`src/design/seismic_event_trigger_sequencer_defines.svh`:
```
// ----------------------------------------------------------------------------
// Seismic event trigger sequencer assertion macros
// Shared property forms for the concurrent checks in the top level.
// ----------------------------------------------------------------------------
`ifndef SEISMIC_EVENT_TRIGGER_SEQUENCER_DEFINES_SVH
`define SEISMIC_EVENT_TRIGGER_SEQUENCER_DEFINES_SVH

// Consequent must hold in the same cycle as the antecedent.
`define SETSEQ_ASSERT_SAME(label, clk, rst, ante, cons, msg) \
  label: assert property (@(posedge clk) disable iff (rst) (ante) |-> (cons)) \
    else $error(msg);

// Consequent must hold in the cycle after the antecedent.
`define SETSEQ_ASSERT_NEXT(label, clk, rst, ante, cons, msg) \
  label: assert property (@(posedge clk) disable iff (rst) (ante) |=> (cons)) \
    else $error(msg);

`endif

```
`src/design/setseq_pkg.sv`:
```
// ----------------------------------------------------------------------------
// Seismic event trigger sequencer package
// Shared widths, types, codes and helper functions.
// ----------------------------------------------------------------------------
package setseq_pkg;

  localparam int RAW_W     = 16;
  localparam int SAMPLE_W  = 12;
  localparam int LEVEL_W   = 12;
  localparam int RECLEN_W  = 24;
  localparam int MODES_W   = 4;
  localparam int CALCNT_W  = 16;
  localparam int MANCNT_W  = 16;
  localparam int CFG_IDX_W = 3;
  localparam int CFG_DATA_W = 24;

  localparam int CAL_UNIT = 4;

  localparam logic [SAMPLE_W-1:0] MID_SCALE = 12'h800;

  // Points of the calibration pulse sequence, counted down from the start.
  localparam logic [CALCNT_W-1:0] CAL_START_CNT  = CALCNT_W'(100 * CAL_UNIT);
  localparam logic [CALCNT_W-1:0] CAL_SIG_LOW    = CALCNT_W'(91 * CAL_UNIT);
  localparam logic [CALCNT_W-1:0] CAL_SIG_HIGH   = CALCNT_W'(73 * CAL_UNIT);
  localparam logic [CALCNT_W-1:0] CAL_ENABLE_LOW = CALCNT_W'(64 * CAL_UNIT);

  localparam logic [MANCNT_W-1:0] MANUAL_END_CNT = MANCNT_W'(99);

  localparam logic [LEVEL_W-1:0]  LEVEL_RESET  = 12'h800;
  localparam logic [RECLEN_W-1:0] RECLEN_RESET = RECLEN_W'(1024);

  localparam int QUEUE_DEPTH = 2;
  localparam int QPTR_W      = $clog2(QUEUE_DEPTH);
  localparam int QCNT_W      = $clog2(QUEUE_DEPTH + 1);

  typedef enum logic [2:0] {
    MARK_NONE      = 3'd0,
    MARK_TRIGGER   = 3'd1,
    MARK_ALARM1    = 3'd2,
    MARK_ALARM2    = 3'd3,
    MARK_CAL_START = 3'd4,
    MARK_CAL_END   = 3'd5
  } marker_t;

  typedef enum logic [CFG_IDX_W-1:0] {
    REG_TRIG_SEIS  = 3'd0,
    REG_TRIG_AIR   = 3'd1,
    REG_REC_LEN    = 3'd2,
    REG_ALARM_MODE = 3'd3,
    REG_A1_SEIS    = 3'd4,
    REG_A1_AIR     = 3'd5,
    REG_A2_SEIS    = 3'd6,
    REG_A2_AIR     = 3'd7
  } cfg_idx_t;

  typedef struct packed {
    logic [LEVEL_W-1:0]  trig_seis;
    logic [LEVEL_W-1:0]  trig_air;
    logic [RECLEN_W-1:0] record_length;
    logic [MODES_W-1:0]  alarm_modes;
    logic [LEVEL_W-1:0]  a1_seis;
    logic [LEVEL_W-1:0]  a1_air;
    logic [LEVEL_W-1:0]  a2_seis;
    logic [LEVEL_W-1:0]  a2_air;
  } cfg_t;

  // One classified sample set on its way from the front to the back.
  typedef struct packed {
    logic [SAMPLE_W-1:0] air;
    logic [SAMPLE_W-1:0] seis1;
    logic [SAMPLE_W-1:0] seis2;
    logic [SAMPLE_W-1:0] seis3;
    logic                manual_cal;
    logic                trig_hit;
    logic                alarm1_hit;
    logic                alarm2_hit;
  } item_t;

  typedef struct packed {
    logic valid;
    logic full;
  } q_status_t;

  // Distance from mid-scale; 0x800 itself fits in 12 bits.
  function automatic logic [LEVEL_W-1:0] magnitude(input logic [SAMPLE_W-1:0] s);
    logic [LEVEL_W-1:0] m;
    if (s >= MID_SCALE) begin
      m = s - MID_SCALE;
    end else begin
      m = MID_SCALE - s;
    end
    return m;
  endfunction

endpackage

```
`src/design/setseq_front.sv`:
```
// ----------------------------------------------------------------------------
// Sequencer front stage
// Accepts a raw sample set, cuts it to 12 bits and classifies it against
// the trigger and alarm levels.
// ----------------------------------------------------------------------------
module setseq_front (
  input  logic                               clk,
  input  logic                               rst,
  input  logic                               in_valid,
  output logic                               in_stall,
  input  logic [setseq_pkg::RAW_W-1:0]       air_raw,
  input  logic [setseq_pkg::RAW_W-1:0]       seis1_raw,
  input  logic [setseq_pkg::RAW_W-1:0]       seis2_raw,
  input  logic [setseq_pkg::RAW_W-1:0]       seis3_raw,
  input  logic                               manual_cal,
  input  setseq_pkg::cfg_t                   cfg,
  input  logic                               q_ready,
  output logic                               f_valid,
  output setseq_pkg::item_t                  f_item
);

  logic [setseq_pkg::SAMPLE_W-1:0] s_air, s_seis1, s_seis2, s_seis3;
  logic [setseq_pkg::LEVEL_W-1:0]  m_air, m_seis1, m_seis2, m_seis3;
  logic                            trig_seis, a1_seis, a2_seis;
  logic                            trig_air, a1_air, a2_air;
  logic                            load;
  setseq_pkg::item_t               item_next;

  assign s_air   = air_raw[setseq_pkg::RAW_W-1:setseq_pkg::RAW_W-setseq_pkg::SAMPLE_W];
  assign s_seis1 = seis1_raw[setseq_pkg::RAW_W-1:setseq_pkg::RAW_W-setseq_pkg::SAMPLE_W];
  assign s_seis2 = seis2_raw[setseq_pkg::RAW_W-1:setseq_pkg::RAW_W-setseq_pkg::SAMPLE_W];
  assign s_seis3 = seis3_raw[setseq_pkg::RAW_W-1:setseq_pkg::RAW_W-setseq_pkg::SAMPLE_W];

  assign m_air   = setseq_pkg::magnitude(s_air);
  assign m_seis1 = setseq_pkg::magnitude(s_seis1);
  assign m_seis2 = setseq_pkg::magnitude(s_seis2);
  assign m_seis3 = setseq_pkg::magnitude(s_seis3);

  assign trig_seis = (m_seis1 > cfg.trig_seis) || (m_seis2 > cfg.trig_seis) ||
                     (m_seis3 > cfg.trig_seis);
  assign a1_seis   = (m_seis1 > cfg.a1_seis) || (m_seis2 > cfg.a1_seis) ||
                     (m_seis3 > cfg.a1_seis);
  assign a2_seis   = (m_seis1 > cfg.a2_seis) || (m_seis2 > cfg.a2_seis) ||
                     (m_seis3 > cfg.a2_seis);
  assign trig_air  = m_air > cfg.trig_air;
  assign a1_air    = m_air > cfg.a1_air;
  assign a2_air    = m_air > cfg.a2_air;

  always_comb begin
    item_next.air        = s_air;
    item_next.seis1      = s_seis1;
    item_next.seis2      = s_seis2;
    item_next.seis3      = s_seis3;
    item_next.manual_cal = manual_cal;
    item_next.trig_hit   = trig_seis || trig_air;
    // Mode bit 0 of each pair enables the seismic test, bit 1 the air test.
    item_next.alarm1_hit = (cfg.alarm_modes[0] && a1_seis) || (cfg.alarm_modes[1] && a1_air);
    item_next.alarm2_hit = (cfg.alarm_modes[2] && a2_seis) || (cfg.alarm_modes[3] && a2_air);
  end

  assign in_stall = f_valid && !q_ready;
  assign load     = in_valid && !in_stall;

  always_ff @(posedge clk) begin
    if (rst) begin
      f_valid <= 1'b0;
    end else if (load) begin
      f_valid <= 1'b1;
    end else if (q_ready) begin
      f_valid <= 1'b0;
    end
    if (load) begin
      f_item <= item_next;
    end
  end

endmodule

```
`src/design/setseq_queue.sv`:
```
// ----------------------------------------------------------------------------
// Sequencer item queue
// Short first-in first-out buffer between the front and back stages.
// ----------------------------------------------------------------------------
module setseq_queue (
  input  logic                  clk,
  input  logic                  rst,
  input  logic                  push_valid,
  output logic                  push_ready,
  input  setseq_pkg::item_t     push_item,
  input  logic                  pop,
  output setseq_pkg::item_t     pop_item,
  output setseq_pkg::q_status_t status
);

  setseq_pkg::item_t                 entries [setseq_pkg::QUEUE_DEPTH];
  logic [setseq_pkg::QPTR_W-1:0]     wr_ptr, rd_ptr;
  logic [setseq_pkg::QCNT_W-1:0]     count;
  logic                              push, pop_en;

  assign status.valid = count != '0;
  assign status.full  = count == setseq_pkg::QCNT_W'(setseq_pkg::QUEUE_DEPTH);
  assign push_ready   = !status.full;
  assign push         = push_valid && push_ready;
  assign pop_en       = pop && status.valid;
  assign pop_item     = entries[rd_ptr];

  always_ff @(posedge clk) begin
    if (rst) begin
      wr_ptr <= '0;
      rd_ptr <= '0;
      count  <= '0;
    end else begin
      if (push) begin
        wr_ptr <= (wr_ptr == setseq_pkg::QPTR_W'(setseq_pkg::QUEUE_DEPTH - 1)) ?
                  '0 : wr_ptr + 1'b1;
      end
      if (pop_en) begin
        rd_ptr <= (rd_ptr == setseq_pkg::QPTR_W'(setseq_pkg::QUEUE_DEPTH - 1)) ?
                  '0 : rd_ptr + 1'b1;
      end
      if (push && !pop_en) begin
        count <= count + 1'b1;
      end else if (pop_en && !push) begin
        count <= count - 1'b1;
      end
    end
    if (push) begin
      entries[wr_ptr] <= push_item;
    end
  end

endmodule

```
`src/design/setseq_back.sv`:
```
// ----------------------------------------------------------------------------
// Sequencer back stage
// Runs the recording and calibration sequence and holds the result register.
// ----------------------------------------------------------------------------
module setseq_back (
  input  logic                                clk,
  input  logic                                rst,
  input  logic                                q_valid,
  input  setseq_pkg::item_t                   q_item,
  output logic                                pop,
  input  logic [setseq_pkg::RECLEN_W-1:0]     record_length,
  output logic                                out_valid,
  input  logic                                out_stall,
  output logic [setseq_pkg::SAMPLE_W-1:0]     air_out,
  output logic [setseq_pkg::SAMPLE_W-1:0]     seis1_out,
  output logic [setseq_pkg::SAMPLE_W-1:0]     seis2_out,
  output logic [setseq_pkg::SAMPLE_W-1:0]     seis3_out,
  output logic [2:0]                          marker,
  output logic                                cal_enable,
  output logic                                cal_signal
);

  logic                              recording, recording_next;
  logic [setseq_pkg::RECLEN_W-1:0]   record_remaining, record_remaining_next;
  logic                              cal_active, cal_active_next;
  logic [setseq_pkg::CALCNT_W-1:0]   cal_remaining, cal_remaining_next;
  logic [setseq_pkg::MANCNT_W-1:0]   manual_count, manual_count_next;
  logic                              cal_enable_level, cal_enable_level_next;
  logic                              cal_signal_level, cal_signal_level_next;
  setseq_pkg::marker_t               marker_next;

  assign pop = q_valid && (!out_valid || !out_stall);

  always_comb begin
    recording_next        = recording;
    record_remaining_next = record_remaining;
    cal_active_next       = cal_active;
    cal_remaining_next    = cal_remaining;
    manual_count_next     = manual_count;
    cal_enable_level_next = cal_enable_level;
    cal_signal_level_next = cal_signal_level;
    marker_next           = setseq_pkg::MARK_NONE;

    if (q_item.manual_cal) begin
      if (manual_count == '0) begin
        marker_next = setseq_pkg::MARK_CAL_START;
      end else if (manual_count == setseq_pkg::MANUAL_END_CNT) begin
        marker_next = setseq_pkg::MARK_CAL_END;
      end
      manual_count_next = manual_count + 1'b1;
    end else begin
      manual_count_next = '0;
      priority if (!recording && !cal_active) begin
        if (q_item.trig_hit) begin
          recording_next        = 1'b1;
          record_remaining_next = record_length;
          marker_next           = setseq_pkg::MARK_TRIGGER;
        end
      end else if (recording && record_remaining != '0) begin
        record_remaining_next = record_remaining - 1'b1;
        if (q_item.alarm2_hit) begin
          marker_next = setseq_pkg::MARK_ALARM2;
        end else if (q_item.alarm1_hit) begin
          marker_next = setseq_pkg::MARK_ALARM1;
        end
      end else if (recording) begin
        recording_next        = 1'b0;
        cal_active_next       = 1'b1;
        cal_remaining_next    = setseq_pkg::CAL_START_CNT;
        cal_enable_level_next = 1'b1;
        marker_next           = setseq_pkg::MARK_CAL_START;
      end else if (cal_remaining != '0) begin
        if (cal_remaining == setseq_pkg::CAL_START_CNT) begin
          cal_enable_level_next = 1'b1;
          cal_signal_level_next = 1'b1;
        end
        if (cal_remaining == setseq_pkg::CAL_SIG_LOW) begin
          cal_signal_level_next = 1'b0;
        end
        if (cal_remaining == setseq_pkg::CAL_SIG_HIGH) begin
          cal_signal_level_next = 1'b1;
        end
        if (cal_remaining == setseq_pkg::CAL_ENABLE_LOW) begin
          cal_enable_level_next = 1'b0;
        end
        cal_remaining_next = cal_remaining - 1'b1;
      end else begin
        cal_active_next = 1'b0;
      end
    end
  end

  always_ff @(posedge clk) begin
    if (rst) begin
      recording        <= 1'b0;
      record_remaining <= '0;
      cal_active       <= 1'b0;
      cal_remaining    <= '0;
      manual_count     <= '0;
      cal_enable_level <= 1'b0;
      cal_signal_level <= 1'b0;
      out_valid        <= 1'b0;
    end else begin
      if (pop) begin
        recording        <= recording_next;
        record_remaining <= record_remaining_next;
        cal_active       <= cal_active_next;
        cal_remaining    <= cal_remaining_next;
        manual_count     <= manual_count_next;
        cal_enable_level <= cal_enable_level_next;
        cal_signal_level <= cal_signal_level_next;
        out_valid        <= 1'b1;
      end else if (!out_stall) begin
        out_valid <= 1'b0;
      end
    end
    if (pop) begin
      air_out    <= q_item.air;
      seis1_out  <= q_item.seis1;
      seis2_out  <= q_item.seis2;
      seis3_out  <= q_item.seis3;
      marker     <= marker_next;
      cal_enable <= cal_enable_level_next;
      cal_signal <= cal_signal_level_next;
    end
  end

endmodule

```
`src/design/seismic_event_trigger_sequencer.sv`:
```
// A sample set passes the front register, the queue and the output register in turn,
// and its result is offered once it sits in the output register.
// Throughput: one sample set per cycle; the back stage updates its whole state as it
// pops each item, so items flow without gaps while the output is not stalled.
// Reset (synchronous, rst high) empties the front register, the queue and the output
// register, clears the sequence state and loads the register defaults.
// ----------------------------------------------------------------------------
// Seismic event trigger sequencer
// Cuts four-channel sample sets to 12 bits, detects triggers and alarms,
// and sequences the calibration pulse that follows each recording.
// ----------------------------------------------------------------------------
`include "seismic_event_trigger_sequencer_defines.svh"

module seismic_event_trigger_sequencer (
  input  logic                                  clk,
  input  logic                                  rst,
  // Configuration write channel.
  input  logic                                  cfg_valid,
  output logic                                  cfg_ready,
  input  logic [setseq_pkg::CFG_IDX_W-1:0]      cfg_index,
  input  logic [setseq_pkg::CFG_DATA_W-1:0]     cfg_data,
  // Sample set input channel.
  input  logic                                  in_valid,
  output logic                                  in_stall,
  input  logic [setseq_pkg::RAW_W-1:0]          air_raw,
  input  logic [setseq_pkg::RAW_W-1:0]          seis1_raw,
  input  logic [setseq_pkg::RAW_W-1:0]          seis2_raw,
  input  logic [setseq_pkg::RAW_W-1:0]          seis3_raw,
  input  logic                                  manual_cal,
  // Result output channel.
  output logic                                  out_valid,
  input  logic                                  out_stall,
  output logic [setseq_pkg::SAMPLE_W-1:0]       air_out,
  output logic [setseq_pkg::SAMPLE_W-1:0]       seis1_out,
  output logic [setseq_pkg::SAMPLE_W-1:0]       seis2_out,
  output logic [setseq_pkg::SAMPLE_W-1:0]       seis3_out,
  output logic [2:0]                            marker,
  output logic                                  cal_enable,
  output logic                                  cal_signal
);

  setseq_pkg::cfg_t      cfg;
  logic                  f_valid;
  setseq_pkg::item_t     f_item;
  logic                  q_ready;
  setseq_pkg::item_t     q_item;
  setseq_pkg::q_status_t q_stat;
  logic                  q_pop;
  logic                  cfg_we;

  // The register file takes a write in every cycle; the user must write only while
  // the block is idle (unenforced), so no item sees a half-updated configuration.
  assign cfg_ready = 1'b1;
  assign cfg_we    = cfg_valid && cfg_ready;

  always_ff @(posedge clk) begin
    if (rst) begin
      cfg.trig_seis     <= setseq_pkg::LEVEL_RESET;
      cfg.trig_air      <= setseq_pkg::LEVEL_RESET;
      cfg.record_length <= setseq_pkg::RECLEN_RESET;
      cfg.alarm_modes   <= '0;
      cfg.a1_seis       <= setseq_pkg::LEVEL_RESET;
      cfg.a1_air        <= setseq_pkg::LEVEL_RESET;
      cfg.a2_seis       <= setseq_pkg::LEVEL_RESET;
      cfg.a2_air        <= setseq_pkg::LEVEL_RESET;
    end else if (cfg_we) begin
      unique case (setseq_pkg::cfg_idx_t'(cfg_index))
        setseq_pkg::REG_TRIG_SEIS:  cfg.trig_seis     <= cfg_data[setseq_pkg::LEVEL_W-1:0];
        setseq_pkg::REG_TRIG_AIR:   cfg.trig_air      <= cfg_data[setseq_pkg::LEVEL_W-1:0];
        setseq_pkg::REG_REC_LEN:    cfg.record_length <= cfg_data[setseq_pkg::RECLEN_W-1:0];
        setseq_pkg::REG_ALARM_MODE: cfg.alarm_modes   <= cfg_data[setseq_pkg::MODES_W-1:0];
        setseq_pkg::REG_A1_SEIS:    cfg.a1_seis       <= cfg_data[setseq_pkg::LEVEL_W-1:0];
        setseq_pkg::REG_A1_AIR:     cfg.a1_air        <= cfg_data[setseq_pkg::LEVEL_W-1:0];
        setseq_pkg::REG_A2_SEIS:    cfg.a2_seis       <= cfg_data[setseq_pkg::LEVEL_W-1:0];
        setseq_pkg::REG_A2_AIR:     cfg.a2_air        <= cfg_data[setseq_pkg::LEVEL_W-1:0];
        default: ;
      endcase
    end
  end

  // The front stage classifies every sample set against all level sets at
  // once, so the back stage only has to choose among precomputed flags.
  setseq_front u_front (
    .clk        (clk),
    .rst        (rst),
    .in_valid   (in_valid),
    .in_stall   (in_stall),
    .air_raw    (air_raw),
    .seis1_raw  (seis1_raw),
    .seis2_raw  (seis2_raw),
    .seis3_raw  (seis3_raw),
    .manual_cal (manual_cal),
    .cfg        (cfg),
    .q_ready    (q_ready),
    .f_valid    (f_valid),
    .f_item     (f_item)
  );

  // The queue decouples the two stages: input stall depends only on the front valid
  // flag and the queue's registered fill level, never directly on out_stall.
  setseq_queue u_queue (
    .clk        (clk),
    .rst        (rst),
    .push_valid (f_valid),
    .push_ready (q_ready),
    .push_item  (f_item),
    .pop        (q_pop),
    .pop_item   (q_item),
    .status     (q_stat)
  );

  // The back stage owns the recording and calibration state and drives the
  // output register; it advances its state once per transferred item.
  setseq_back u_back (
    .clk           (clk),
    .rst           (rst),
    .q_valid       (q_stat.valid),
    .q_item        (q_item),
    .pop           (q_pop),
    .record_length (cfg.record_length),
    .out_valid     (out_valid),
    .out_stall     (out_stall),
    .air_out       (air_out),
    .seis1_out     (seis1_out),
    .seis2_out     (seis2_out),
    .seis3_out     (seis3_out),
    .marker        (marker),
    .cal_enable    (cal_enable),
    .cal_signal    (cal_signal)
  );

  // An accepted sample set is always held by the front register next cycle.
  `SETSEQ_ASSERT_NEXT(a_front_catch, clk, rst, in_valid && !in_stall, f_valid,
    "accepted sample set was not captured by the front stage")

  // A full queue must offer an item to the back stage.
  `SETSEQ_ASSERT_SAME(a_full_valid, clk, rst, q_stat.full, q_stat.valid,
    "queue reports full while empty")

  // The back stage only pulls from a queue that holds something.
  `SETSEQ_ASSERT_SAME(a_pop_valid, clk, rst, q_pop, q_stat.valid,
    "back stage popped an empty queue")

  // A transferred result with nothing queued behind it leaves the output empty.
  `SETSEQ_ASSERT_NEXT(a_out_drain, clk, rst, out_valid && !out_stall && !q_stat.valid,
    !out_valid, "output register refilled with no queued item")

endmodule

```
`config.mk`:
```
export PLATFORM = sky130hd
export DESIGN_NAME = seismic_event_trigger_sequencer
export DESIGN_NICKNAME = d
export VERILOG_FILES = /design/src/design/setseq_pkg.sv /design/src/design/setseq_front.sv /design/src/design/setseq_queue.sv /design/src/design/setseq_back.sv /design/src/design/seismic_event_trigger_sequencer.sv
export VERILOG_INCLUDE_DIRS = /design/src /design/src/design
export SDC_FILE = /design/constraint.sdc
export NUM_CORES = 1
export LEC_CHECK = 0
export BUFFER_PORTS_ARGS = -buffer_cell sky130_fd_sc_hd__buf_2
export CORE_ASPECT_RATIO = 0.5
export CORE_MARGIN = 3
export CORE_UTILIZATION = 48
export CTS_CLUSTER_SIZE = 25
export DETAILED_ROUTE_END_ITERATION = 7
export GPL_ROUTABILITY_DRIVEN = 0
export HOLD_SLACK_MARGIN = 0.12
export PLACE_DENSITY = 0.72
export REMOVE_ABC_BUFFERS = 1
export SYNTH_ARGS = -nofsm -noshare
export SYNTH_HDL_FRONTEND = slang
export SYNTH_SLANG_ARGS = --single-unit
```
`constraint.sdc`:
```
create_clock -name clk -period 3.9 [get_ports clk]
set_clock_uncertainty 0.2 [all_clocks]
set_input_delay 0.975 -clock clk [delete_from_list [all_inputs] [get_ports clk]]
set_output_delay 0.975 -clock clk [all_outputs]
set_load 0.02 [all_outputs]
```
==> run_results.csv <==
group,metric,value,unit
sta,min_period,3.74,ns
worst_setup_path,timing.critical_path.slowest_cell_delay,0.35,ns
sta,setup_viol,0,
routing,drtAntennaViolNets,0,
floorplanning,floorplan.die.height,143,um
worst_setup_path,count_of_buffering_cells_on_the_critical_path_with_inverters_included,4,
synthesis,yosys-mux-area-fraction,3.68,%
global_route,globalRoute.totalOverflow,0,
floorplanning,fp-row-count,49,
synthesis,post_synth_xor_area_fraction,3.34,%
routing,vias,13403,
synthesis,synthCells,1749,
synthesis,synth.largest_area_cell,"edfxtp_1",
final_layout,layout.filler_cells,3116,
placed_design,placed_area,20100,sq um
global_route,grt_start_max_net_pins,107,
worst_setup_path,reg2reg_from,"u_back.record_remaining[0]",
worst_setup_path,cp_cell_sequence,"buf_2 > nor2_1 > nor4b_2 > buf_4 > nor3b_1 > buf_4 > a21oi_1 > xor2_1 > ha_1 > a21oi_1 > nor2_1 > a211oi_1 > a21oi_1 > a222oi_1 > buf_4 > o21ai_0",
worst_setup_path,r2r-end,"u_back.record_remaining[21]",
synthesis,synth_area,18100,sq um
final_layout,antenna_cells,0,
sta,drv_slew,0,
worst_setup_path,startpoint_type,"primary input",
routing,drtPass1Iterations,5,
clock_network,numCtsBuffers,35,
sta,worstMarginPinSlew,0.949,ns
flow_run,timing.max_cap.violations,0,
routing,route.detailed.drc,0,
final_layout,area.sequential,9620,sq um
clock_network,tritoncts,"done",
synthesis,yosysTopAreaCellShare,34.7,%
clock_network,htreeDepth,2,
routing,wire_per_inst,16.8,um
synthesis,synth_sequential_area_ratio,53.1,%
worst_setup_path,worst_path_max_delay_cell,"a222oi_1",
clock_network,cts.sink_count,376,
sta,timing_hold_violations_final,0,
worst_setup_path,depth_of_the_worst_register_to_register_path,10,
synthesis,synth-edff-count,209,
final_layout,finish.instance_area,21200,sq um
synthesis,synth_compound_area_share,10.7,%
worst_setup_path,endpoint_kind,"flip-flop",
final_layout,synthesis_to_finish_area_growth,17.3,%
routing,via_per_inst,5.39,
synthesis,synthSimpleGateAreaFrac,15.1,%
hold_path,hold_path_sink,"u_queue.entries[1][51]",
synthesis,synth-adder-area-share,10.6,%
sta,fin_hold_ws,0.240,ns
hold_path,worst_hold_path.num_cells,0,
placed_design,dp_hpwl,29600,um
worst_setup_path,required,3.99,ns
floorplanning,dieArea,40200,sq um
pwr,peakVddDrop,366,uV
synthesis,synth.area.top_cells,"edfxtp_1 (35%), dfxtp_1 (18%), ha_1 (11%)",
synthesis,postSynth.topFlopCell,"edfxtp_1",
sta,slew_margin_rel,36.6,%
routing,initialDrtViolationCount,978,
clock_network,clockBufferDepth,3,
synthesis,asyncSetResetFlopFracSynth,0,%
worst_setup_path,reg2reg_setup_slack,0.49,ns
synthesis,synth_top_family_by_area,"simple AND/OR/NAND/NOR gates",
floorplanning,start_util,49.5,%
pwr,pwr_density_cell,499,nW/um^2
synthesis,post-synth-top-count-cell,"nand2_1",
pwr,power.static_leakage,8.22,nW
hold_path,timing.hold.worst.start,"u_front.f_item[51]",
clock_network,cts.clk_slew.worst_paths,0.07,ns
final_layout,multi_input_comb_area,7930,sq um
final_layout,drive_above_1_share,19.3,%
floorplanning,dieWidth,281,um
global_route,grt_pass1_vias,12794,
worst_setup_path,critical_path_s_top_delay_family,"compound AO/OA/AOI/OAI gates",
worst_setup_path,crit_path_max_fanout,3,
synthesis,post_synth.cell_area_avg,10.3,sq um
clock_network,cts_post_setup_buffers_inserted,0,
synthesis,synth_cell_count_leaders,"nand2_1 (259), edfxtp_1 (209), a21oi_1 (178), dfxtp_1 (167), ha_1 (154)",
clock_network,cts_hold_buffers,0,
synthesis,yosys_warnings,0,
worst_setup_path,crit_cells,16,
floorplanning,design.core.area,36500,sq um
hold_path,holdCritPathClass,"reg -> reg",
synthesis,postSynthRegisterBits,376,
global_route,global_route.usage.total,20.7,%
clock_network,clockRootBuffer,"clkbuf_16",
clock_network,insertion_delay,0.55,ns
placed_design,number_of_i_o_port_buffers,135,
final_layout,nets,2228,
sta,period_share,95.8,%
synthesis,yosysUniqueCellTypes,59,
sta,top_achievable_clock_speed,268,MHz
global_route,initial_antenna_violation_count,0,
floorplanning,design.portCount,153,
pwr,fin_total_pwr,10.6,mW
status,run_status,"completed",
worst_setup_path,worstPathArrival,3.83,ns
worst_setup_path,worstSetupPathType,"in -> reg",
global_route,grt_first_pass_wirelength,66200,um
routing,wl,41800,um
kinds of logic (layout without fill, tap and decap cells):
logic type                 Yosys count  in the layout
muxes                               60             60
and+or+nand+nor                    599            599
adders and majority gates          154            154
AOI/OAI and AO/OA                  327            327
xor gates and xnor gates            69             69
buffers and inverters              163            417
DFF                                376            376
other                                1              1
flip-flops by register name, summed over array words and instances, names as in the netlist, named ones only:
name	flops
u_queue.entries	104
cfg	100
u_front.f_item	52
u_back.record_remaining	24
u_back.cal_remaining	16
u_back.manual_count	16
u_back.air_out	12
u_back.seis1_out	12
u_back.seis2_out	12
u_back.seis3_out	12
u_back.marker	3
u_queue.count	2
u_back.cal_active	1
u_back.cal_enable	1
u_back.cal_enable_level	1
u_back.cal_signal	1
u_back.cal_signal_level	1
u_back.out_valid	1
u_back.recording	1
u_front.f_valid	1
u_queue.rd_ptr	1
u_queue.wr_ptr	1
report_power, final:
group | internal [mW] | switching [mW] | total [mW] | leakage [nW]
clock | 1.75 | 1.49 | 3.24 | 0.520
combinational | 0.891 | 1.55 | 2.44 | 4.38
sequential | 4.76 | 0.152 | 4.91 | 3.32
worst reg2reg max path, delay by kind of cell (launching register included):
kind | cells | cell delay, ns
adder cells (fa/ha/maj) | 1 | 0.22
AO/OA/AOI/OAI | 3 | 0.87
AND/OR/NAND/NOR | 4 | 1.39
flip-flops | 1 | 0.32
buffers and inverters | 2 | 0.33
what timing repair did:
item | CTS | global route
endpoints found under the hold margin | 0 | 0
pin swaps | 0 | 0
setup endpoints to repair | 1 | 3
resized for setup | 1 | 9
through the flow:
| stage | setup slack, ns | setup TNS (ns) | util, % | instances |
|---|---|---|---|---|
| after floorplan | -0.872 | -20.40 | - | 1680 |
| after global placement | -0.452 | -1.13 | 55.0 | 2424 |
| after detailed placement | -0.581 | -1.31 | 55.0 | 2424 |
| after CTS | 0.0164 | 0 | 58.0 | 2487 |
| after global routing | -0.0697 | -0.124 | 58.1 | 2487 |
| final | 0.165 | 0 | 58.1 | 2487 |
cell type report:
cell class / instances / share of cell area [%]
sequential: 376 / 45.3
multi-input combinational: 1210 / 37.4
timing repair buffer: 260 / 7.73
clock buffer: 47 / 4.53
tap: 484 / 2.85
inverter: 94 / 1.66
clock inverter: 16 / 0.531
how the worst max path moves through the flow:
stage / slack (ns) / endpoint / startpoint
finish: 0.16 / u_front.f_item[0] / seis3_raw[7]
floorplan: -0.87 / u_back.record_remaining[10] / out_stall
CTS: 0.02 / u_front.f_item[0] / air_raw[9]
global route: -0.07 / u_front.f_item[1] / seis3_raw[7]
detailed placement: -0.58 / u_front.f_item[0] / air_raw[9]
global placement: -0.45 / u_front.f_item[1] / seis1_raw[7]
cells in the final DEF, fill, tap and decap left out, types with 6 or more instances in the layout:
cell type | netlist | routed
nand2_1 | 259 | 259
nor2b_1 | 18 | 17
mux2_2 | 53 | 53
clkbuf_1 | 65 | 8
a21o_1 | 22 | 22
and3_1 | 7 | 6
nor2_1 | 150 | 147
clkinv_1 | 0 | 6
ha_1 | 154 | 154
or4_1 | 8 | 8
dfxtp_1 | 167 | 166
a22o_1 | 6 | 6
mux2i_1 | 7 | 7
edfxtp_1 | 209 | 209
nand3_1 | 16 | 16
buf_2 | 2 | 134
nor4_1 | 13 | 12
xor2_1 | 45 | 45
a211oi_1 | 9 | 9
o21ai_0 | 53 | 53
nand4_1 | 44 | 44
nand2b_1 | 15 | 15
clkbuf_16 | 0 | 35
inv_1 | 94 | 93
or3_1 | 8 | 8
xnor2_1 | 24 | 24
o211ai_1 | 7 | 7
buf_4 | 1 | 124
a22oi_1 | 11 | 11
a21oi_1 | 178 | 177
nor3_1 | 43 | 42
layer usage:
layer  GRT usage [%]  up-vias  share of wire, %
met3            4.07       63               5.6
li1                -     6693                 -
met5               0        -                 0
met4            5.60        0               2.2
met1            27.6     6366                45
met2            34.8      281                47
(Power assumes the default switching activity.)
